==> src/rtl/core/assert_macros.svh <==
// ---------------------------------------------------------------------------
// Assertion macros
// Concurrent assertion wrappers, compiled out when SYNTH is defined.
// ---------------------------------------------------------------------------
`ifndef ASSERT_MACROS_SVH
`define ASSERT_MACROS_SVH
`ifndef SYNTH
`define SHD_ASSERT(lbl, clk, rstn, prop, msg) \
    lbl: assert property (@(posedge clk) disable iff (!rstn) prop) else $error(msg);
`define SHD_ASSERT_NR(lbl, clk, prop, msg) \
    lbl: assert property (@(posedge clk) prop) else $error(msg);
`else
`define SHD_ASSERT(lbl, clk, rstn, prop, msg)
`define SHD_ASSERT_NR(lbl, clk, prop, msg)
`endif
`endif

==> src/rtl/core/shd_pkg.sv <==
`timescale 1ns / 1ps
// ---------------------------------------------------------------------------
// Shader package
// Shared types and constants of the Phong shading pipeline.
// ---------------------------------------------------------------------------
package shd_pkg;

    localparam logic [15:0] AMB_Q16     = 16'd6554;
    localparam logic [15:0] DIFSPEC_Q16 = 16'd58982;
    localparam logic [14:0] ONE_Q14     = 15'd16384;

    typedef logic [2:0][15:0] t_mag3;

    // one step of the square root: remaining radicand, remainder, partial root
    typedef struct packed {
        logic [31:0] rad;
        logic [34:0] rem;
        logic [31:0] root;
        t_mag3       mag;
        logic [2:0]  neg;
    } t_sqrt_st;

    // one step of the three component divisions
    typedef struct packed {
        logic [31:0]       den;
        logic [2:0][45:0]  num;
        logic [2:0][14:0]  quo;
        logic [2:0]        neg;
        logic              zero;
    } t_div_st;

    typedef enum logic [2:0] {
        CFG_LDIR_X = 3'd0,
        CFG_LDIR_Y = 3'd1,
        CFG_LDIR_Z = 3'd2,
        CFG_LRGB   = 3'd3,
        CFG_EYE_X  = 3'd4,
        CFG_EYE_Y  = 3'd5,
        CFG_EYE_Z  = 3'd6
    } t_cfg_idx;

endpackage

==> src/rtl/core/shd_pow.sv <==
`timescale 1ns / 1ps
// ---------------------------------------------------------------------------
// Specular power
// Repeated rounded squaring of a Q1.14 factor, one multiply per stage.
// ---------------------------------------------------------------------------
module shd_pow import shd_pkg::*; #(
    parameter int N  = 6,
    parameter int PW = 8
) (
    input  logic          i_clk,
    input  logic          i_rst_n,
    input  logic          i_en,
    input  logic          i_valid,
    input  logic [14:0]   i_p,
    input  logic [PW-1:0] i_side,
    output logic          o_valid,
    output logic [14:0]   o_p,
    output logic [PW-1:0] o_side
);

    function automatic logic [14:0] f_sq(logic [14:0] p);
        logic [29:0] s;
        s = 30'(p) * 30'(p) + 30'd8192;
        return s[28:14];
    endfunction

    if (N == 0) begin : g_none
        assign o_valid = i_valid;
        assign o_p     = i_p;
        assign o_side  = i_side;
    end else begin : g_stages
        logic [14:0]   r_p    [0:N-1];
        logic [N-1:0]  r_vld;
        logic [PW-1:0] r_side [0:N-1];

        for (genvar g = 0; g < N; g++) begin : g_sq
            if (g == 0) begin : g_first
                always_ff @(posedge i_clk) begin
                    if (i_en) begin
                        r_p[g]    <= f_sq(i_p);
                        r_side[g] <= i_side;
                    end
                end
            end else begin : g_next
                always_ff @(posedge i_clk) begin
                    if (i_en) begin
                        r_p[g]    <= f_sq(r_p[g-1]);
                        r_side[g] <= r_side[g-1];
                    end
                end
            end
        end

        always_ff @(posedge i_clk) begin
            if (!i_rst_n) begin
                r_vld <= '0;
            end else if (i_en) begin
                r_vld <= N'({r_vld, i_valid});
            end
        end

        assign o_valid = r_vld[N-1];
        assign o_p     = r_p[N-1];
        assign o_side  = r_side[N-1];
    end

endmodule

==> config.mk <==
export PLATFORM = sky130hd
export DESIGN_NAME = shd_pow
export DESIGN_NICKNAME = d
export VERILOG_FILES = /design/src/rtl/core/assert_macros.svh /design/src/rtl/core/shd_pkg.sv /design/src/rtl/core/shd_pow.sv
export SDC_FILE = /design/constraint.sdc
export NUM_CORES = 2
export LEC_CHECK = 0
export ABC_AREA = 1
export BUFFER_PORTS_ARGS = -buffer_cell sky130_fd_sc_hd__buf_4
export CELL_PAD_IN_SITES_DETAIL_PLACEMENT = 1
export CELL_PAD_IN_SITES_GLOBAL_PLACEMENT = 1
export CORE_ASPECT_RATIO = 1.4
export CORE_MARGIN = 5
export CORE_UTILIZATION = 35
export DETAILED_ROUTE_END_ITERATION = 10
export PLACE_DENSITY = 0.62
export SLEW_MARGIN = 40
export SYNTH_ARGS = -nofsm -noshare
export SYNTH_HDL_FRONTEND = slang
export SYNTH_SLANG_ARGS = --single-unit
==> constraint.sdc <==
create_clock -name i_clk -period 16.4 [get_ports i_clk]
set_clock_uncertainty 0.15 [all_clocks]
set_input_delay 1.64 -clock i_clk [delete_from_list [all_inputs] [get_ports i_clk]]
set_output_delay 1.64 -clock i_clk [all_outputs]
set_load 0.01 [all_outputs]
# Yosys cells after proc, flatten, opt, wreduce, memory -nomap -nowiden
# Memory sizes are Yosys's and may differ from the RTL's.
# Cells that the tools add are included.
# W data, S select, Z words.
# totals
reg_bits	6
ram_bits	138
input_bits	27
out_inout_bits	24
elab_cells	17
n_memories	2
# op_classes
n_addsub	6
mul	6
n_mux	2
# memory_table
memory	depth	word_bits	rd	rd_clocked_by_memory_dff	wr	line	text
g_stages.r_p	6	15	6	0	6	shd_pow.sv:32	logic [14:0] r_p [0:N-1];
g_stages.r_side	6	8	6	0	6	shd_pow.sv:34	logic [PW-1:0] r_side [0:N-1];
# op_table
operator	count
$add A29 B14 Y29 const B	6
$mul A15 B15 Y29	6
$mux W1	2

# Depth between registers and ports, before layout
# depth
ltp_word	2
ltp_mapped	26
mapped_depth_nobuf	25

# Worst setup path before layout
# OpenSTA, ideal clock, no wires.
# synth_path
kind	input to register
startpoint	input i_p[12]
endpoint	memory g_stages.r_p[0][11], data pin
setup_time_ns	0.253
arrival_time_ns	6.386
t_required_ns	15.997
setup_slack_ns	9.611
cell_stages	20
n_path_buf	2
path_cell_list	clkbuf_1 > clkbuf_1 > nand2_1 > fa_1 > fa_1 > inv_1 > fa_1 > fa_1 > fa_1 > inv_1 > fa_1 > inv_1 > ha_1 > nand2_1 > nor2_1 > inv_1 > nor3_1 > nand2_1 > nand4_1 > nand2_1
# synth_lines
item	line	text
start, declared	shd_pow.sv:14	input logic [14:0] i_p,
end, declared	shd_pow.sv:32	

==> metrics list <==
- Data required, critical path: 16.50 ns
- Worst hold path type: reg2reg
- Clk slew on worst S/H paths: about 0.070 ns
* Multi-input gate area in the final layout: 0.0337 sq mm
- Maximum fanout count along the critical path: 15
- The number of antenna violations at the first check in global routing is 0.
- The repair_antennas step left the layout with diodes totalling 0.
* Delay of the slowest critical-path stage: 0.61 ns
- GRT overflow: 0
- Global routing used 18.3% of the available tracks.
- Data on the critical path arrives at its endpoint at 6.46 ns.
* CP startpoint kind: input pin
* CTS HTree Levels: 4
* Maximum buffer depth of the clock tree: 2
- Register area share after synthesis: about a tenth
* Number of CTS-inserted buffers: 17
- Area taken by flip-flops and latches: 0.00426 sq mm
- For this run, the number of Yosys warnings is 0.
- Timing would allow up to between 150 and 200 MHz.
- The filler cells instantiated in the layout total 15,700.
* Clk sinks: approximately 140
- After floorplanning, the core was divided into 155 placement rows.
- TritonCTS clock tree: done
- Die footprint: 0.136 sq mm
* Status: finished, final reports clean
- Max Transition Viols Final: 0
* Drc violations: 0
- Dividing the detail-routed via count by the number of cells gives between 4 and 5.
- Count of unique library cells instantiated by Yosys: 28
- Total via count after detailed routing: roughly 34,000
* Synth Area per Inst: around 7.8 sq um
* Dominant delay contributor by cell family on the critical path: adder cells
* Post-layout nets: 7,147
* Source-to-sink clock delay at the later pin of the worst-skew pair: 0.50 ns
- Slack of the worst reg-to-reg path: 10.14 ns
* Number of global-route vias before repair: 39,400
- Flop and latch count out of synthesis: 144
- Die width: 313 um
- Post-Syn Instances: 5,726
- Slew HR: 41.5%
- The first global-routing pass estimated 199,000 um of wire.
- # setup viols final: 0
* Length of the first detailed-routing pass in iterations: 5
- Slowest cell on the critical path: fa_1
* Post-route minimum period: 6.36 ns
- Mapped Nets: 7,153
- The HPWL after detailed placement is 106,000 um.
* Number of ports placed on the die boundary: 51
- In this run the remaining antenna-violating nets after routing total 0.
- Counting both buffers and inverters, the worst setup path holds a total of 4.
- Die Height: around 430 um
* Maximum number of pins on one net before global-route repair: 88
* GPL Wtd Cong: 0.838
- The final critical path takes up 38.8% of the cycle.
- Most used cell along the critical path: fa_1
* CTS Root Buffer Type: clkbuf_16
- CTS resizes: 0
- For the pin with the worst max-slew slack, the measured transition is 0.877 ns.
- For this block, the initial DRC count from the detailed router was 1,028.
- Setup repair after global routing left no endpoint under its margin.
- Worst Path Class, Setup: in2reg
- The hold violation total from the final report was 0.
- Across the run, the number of max-cap violations was 0.
- Setup Buffers After CTS: 0
- For this configuration, the core starts out at a cell density of 35.2%.
* Fin Setup TNS: 0 ns
* Overall routed net length: 120,000 um
* Average wire per cell in the routed design: 16.3 um
- Synthesis-to-finish area growth: 6.42%
- Cells along the critical path: buf_4 -> nand2_1 -> fa_1 -> inv_1 -> fa_1 -> inv_1 -> fa_1 -> fa_1 -> fa_1 -> fa_1 -> inv_1 -> ha_1 -> nand2_1 -> nor2_1 -> and2_1 -> nand3b_1 -> nand4_1 -> nand2_1
- Post-synthesis instance area: 0.0449 sq mm
* CP endpoint kind: flip-flop
- In this run, post-CTS hold repair placed 0 buffers.
- Share of final-layout standard cells stronger than drive strength 1: 2.13%
- Area of the core region: roughly 0.13 sq mm
- Input and output buffers added on the ports amount to 50.
worst reg2reg max path, cell delays in order (launching register included):
cell,delay (ns)
edfxtp_1,0.91
nand2_1,0.26
fa_1,0.61
inv_1,0.06
fa_1,0.52
fa_1,0.45
fa_1,0.50
fa_1,0.49
inv_1,0.06
fa_1,0.47
inv_1,0.04
ha_1,0.37
nand2_1,0.13
nor2_1,0.28
nand2_1,0.12
o21ai_0,0.29
xor2_1,0.33
final timing paths:
kind,startpoint,endpoint,cells after the start
setup / recovery,i_p[9],g_stages.r_p[0][9],18
hold reg to reg,g_stages.r_side[3][0],g_stages.r_side[4][0],0
setup reg to reg,g_stages.r_p[1][10],g_stages.r_p[2][2],16
hold / removal,g_stages.r_side[3][0],g_stages.r_side[4][0],0
cell usage after synthesis, drive strengths merged:
cell,number,area [sq um]
a21o,11,82.6
a21oi,108,541
a31oi,3,18.8
and2,12,75.1
clkbuf,100,375
dfxtp,6,120
edfxtp,138,4140
fa,811,16200
ha,589,7370
inv,1767,6630
nand2,1557,5850
nand2b,6,37.5
nand3,131,656
nand3b,8,60.1
nand4,50,313
nor2,219,850
nor3,25,125
nor3b,2,15.0
o21ai,29,156
o21bai,45,338
or2,7,43.8
xnor2,31,272
xor2,71,622
registers in the layout (all words and copies together), names as in the netlist:
signal / flops
g_stages.r_vld: 6
g_stages.r_side: 48
g_stages.r_p: 90
layout make-up:
cell class / count / area share (%)
Timing Repair Buffer: 75 / 1.30
Tap cell: 1648 / 4.31
Inverter: 1767 / 13.9
Clock inverter: 14 / 0.311
Sequential cell: 144 / 8.92
Multi-Input combinational cell: 3715 / 70.4
Clock buffer: 18 / 0.898
layer usage:
metal / vias to the layer above / part of all wire [%] / GRT usage, %
li1: 16600 / - / -
met1: 17200 / 38 / 19.4
met2: 224 / 59 / 38.8
met3: 116 / 0.98 / 1.06
met4: 0 / 2.2 / 4.45
met5: - / 0 / 0
per-stage QoR:
step / setup WS, ns / cells / hold slack [ns] / instance area (sq um) / util (%)
floorplan: 9.61 / 5726 / 0.250 / 44900 / -
global placement: 9.56 / 7337 / 0.251 / 47100 / 36.9
detailed placement: 9.52 / 7346 / 0.256 / 47200 / 37.0
CTS: 10.03 / 7378 / 0.271 / 47800 / 37.4
global route: 9.77 / 7381 / 0.271 / 47800 / 37.5
finish: 10.04 / 7381 / 0.267 / 47800 / 37.5
placed cells by master, fill, tap and decap left out, types with 2 or more instances in the layout:
| cell | n |
|---|---|
| nand3_1 | 131 |
| o21bai_1 | 45 |
| clkbuf_16 | 17 |
| a21o_1 | 11 |
| dfxtp_1 | 6 |
| nor2_4 | 3 |
| nand4_1 | 50 |
| clkinvlp_4 | 2 |
| nor3_1 | 25 |
| xor2_1 | 71 |
| buf_4 | 62 |
| ha_1 | 589 |
| clkinv_4 | 3 |
| inv_1 | 1767 |
| nand2b_1 | 6 |
| buf_6 | 11 |
| a21oi_1 | 108 |
| o21ai_2 | 3 |
| xnor2_1 | 31 |
| inv_8 | 3 |
| inv_6 | 5 |
| and2_1 | 12 |
| fa_1 | 811 |
| or2_2 | 7 |
| nor3b_1 | 2 |
| nor2_1 | 214 |
| nor2_2 | 2 |
| nand2_1 | 1556 |
| a31oi_1 | 3 |
| nand3b_1 | 8 |
| o21ai_0 | 25 |
| buf_8 | 2 |
| edfxtp_1 | 138 |
kinds of logic (layout without fill, tap and decap cells):
group / count (synthesis) / in the layout / share of synthesized area [%]
AOI/OAI and AO/OA: 196 / 196 / 2.53
xor gates and xnor gates: 102 / 102 / 1.99
adders and majority gates: 1400 / 1400 / 52.5
buffers and inverters: 1867 / 1874 / 15.6
DFF: 144 / 144 / 9.49
and+or+nand+nor: 2017 / 2017 / 17.9
Power is not shown: default switching activity piles up to over one toggle a cycle in this logic, so the estimate is an artifact.
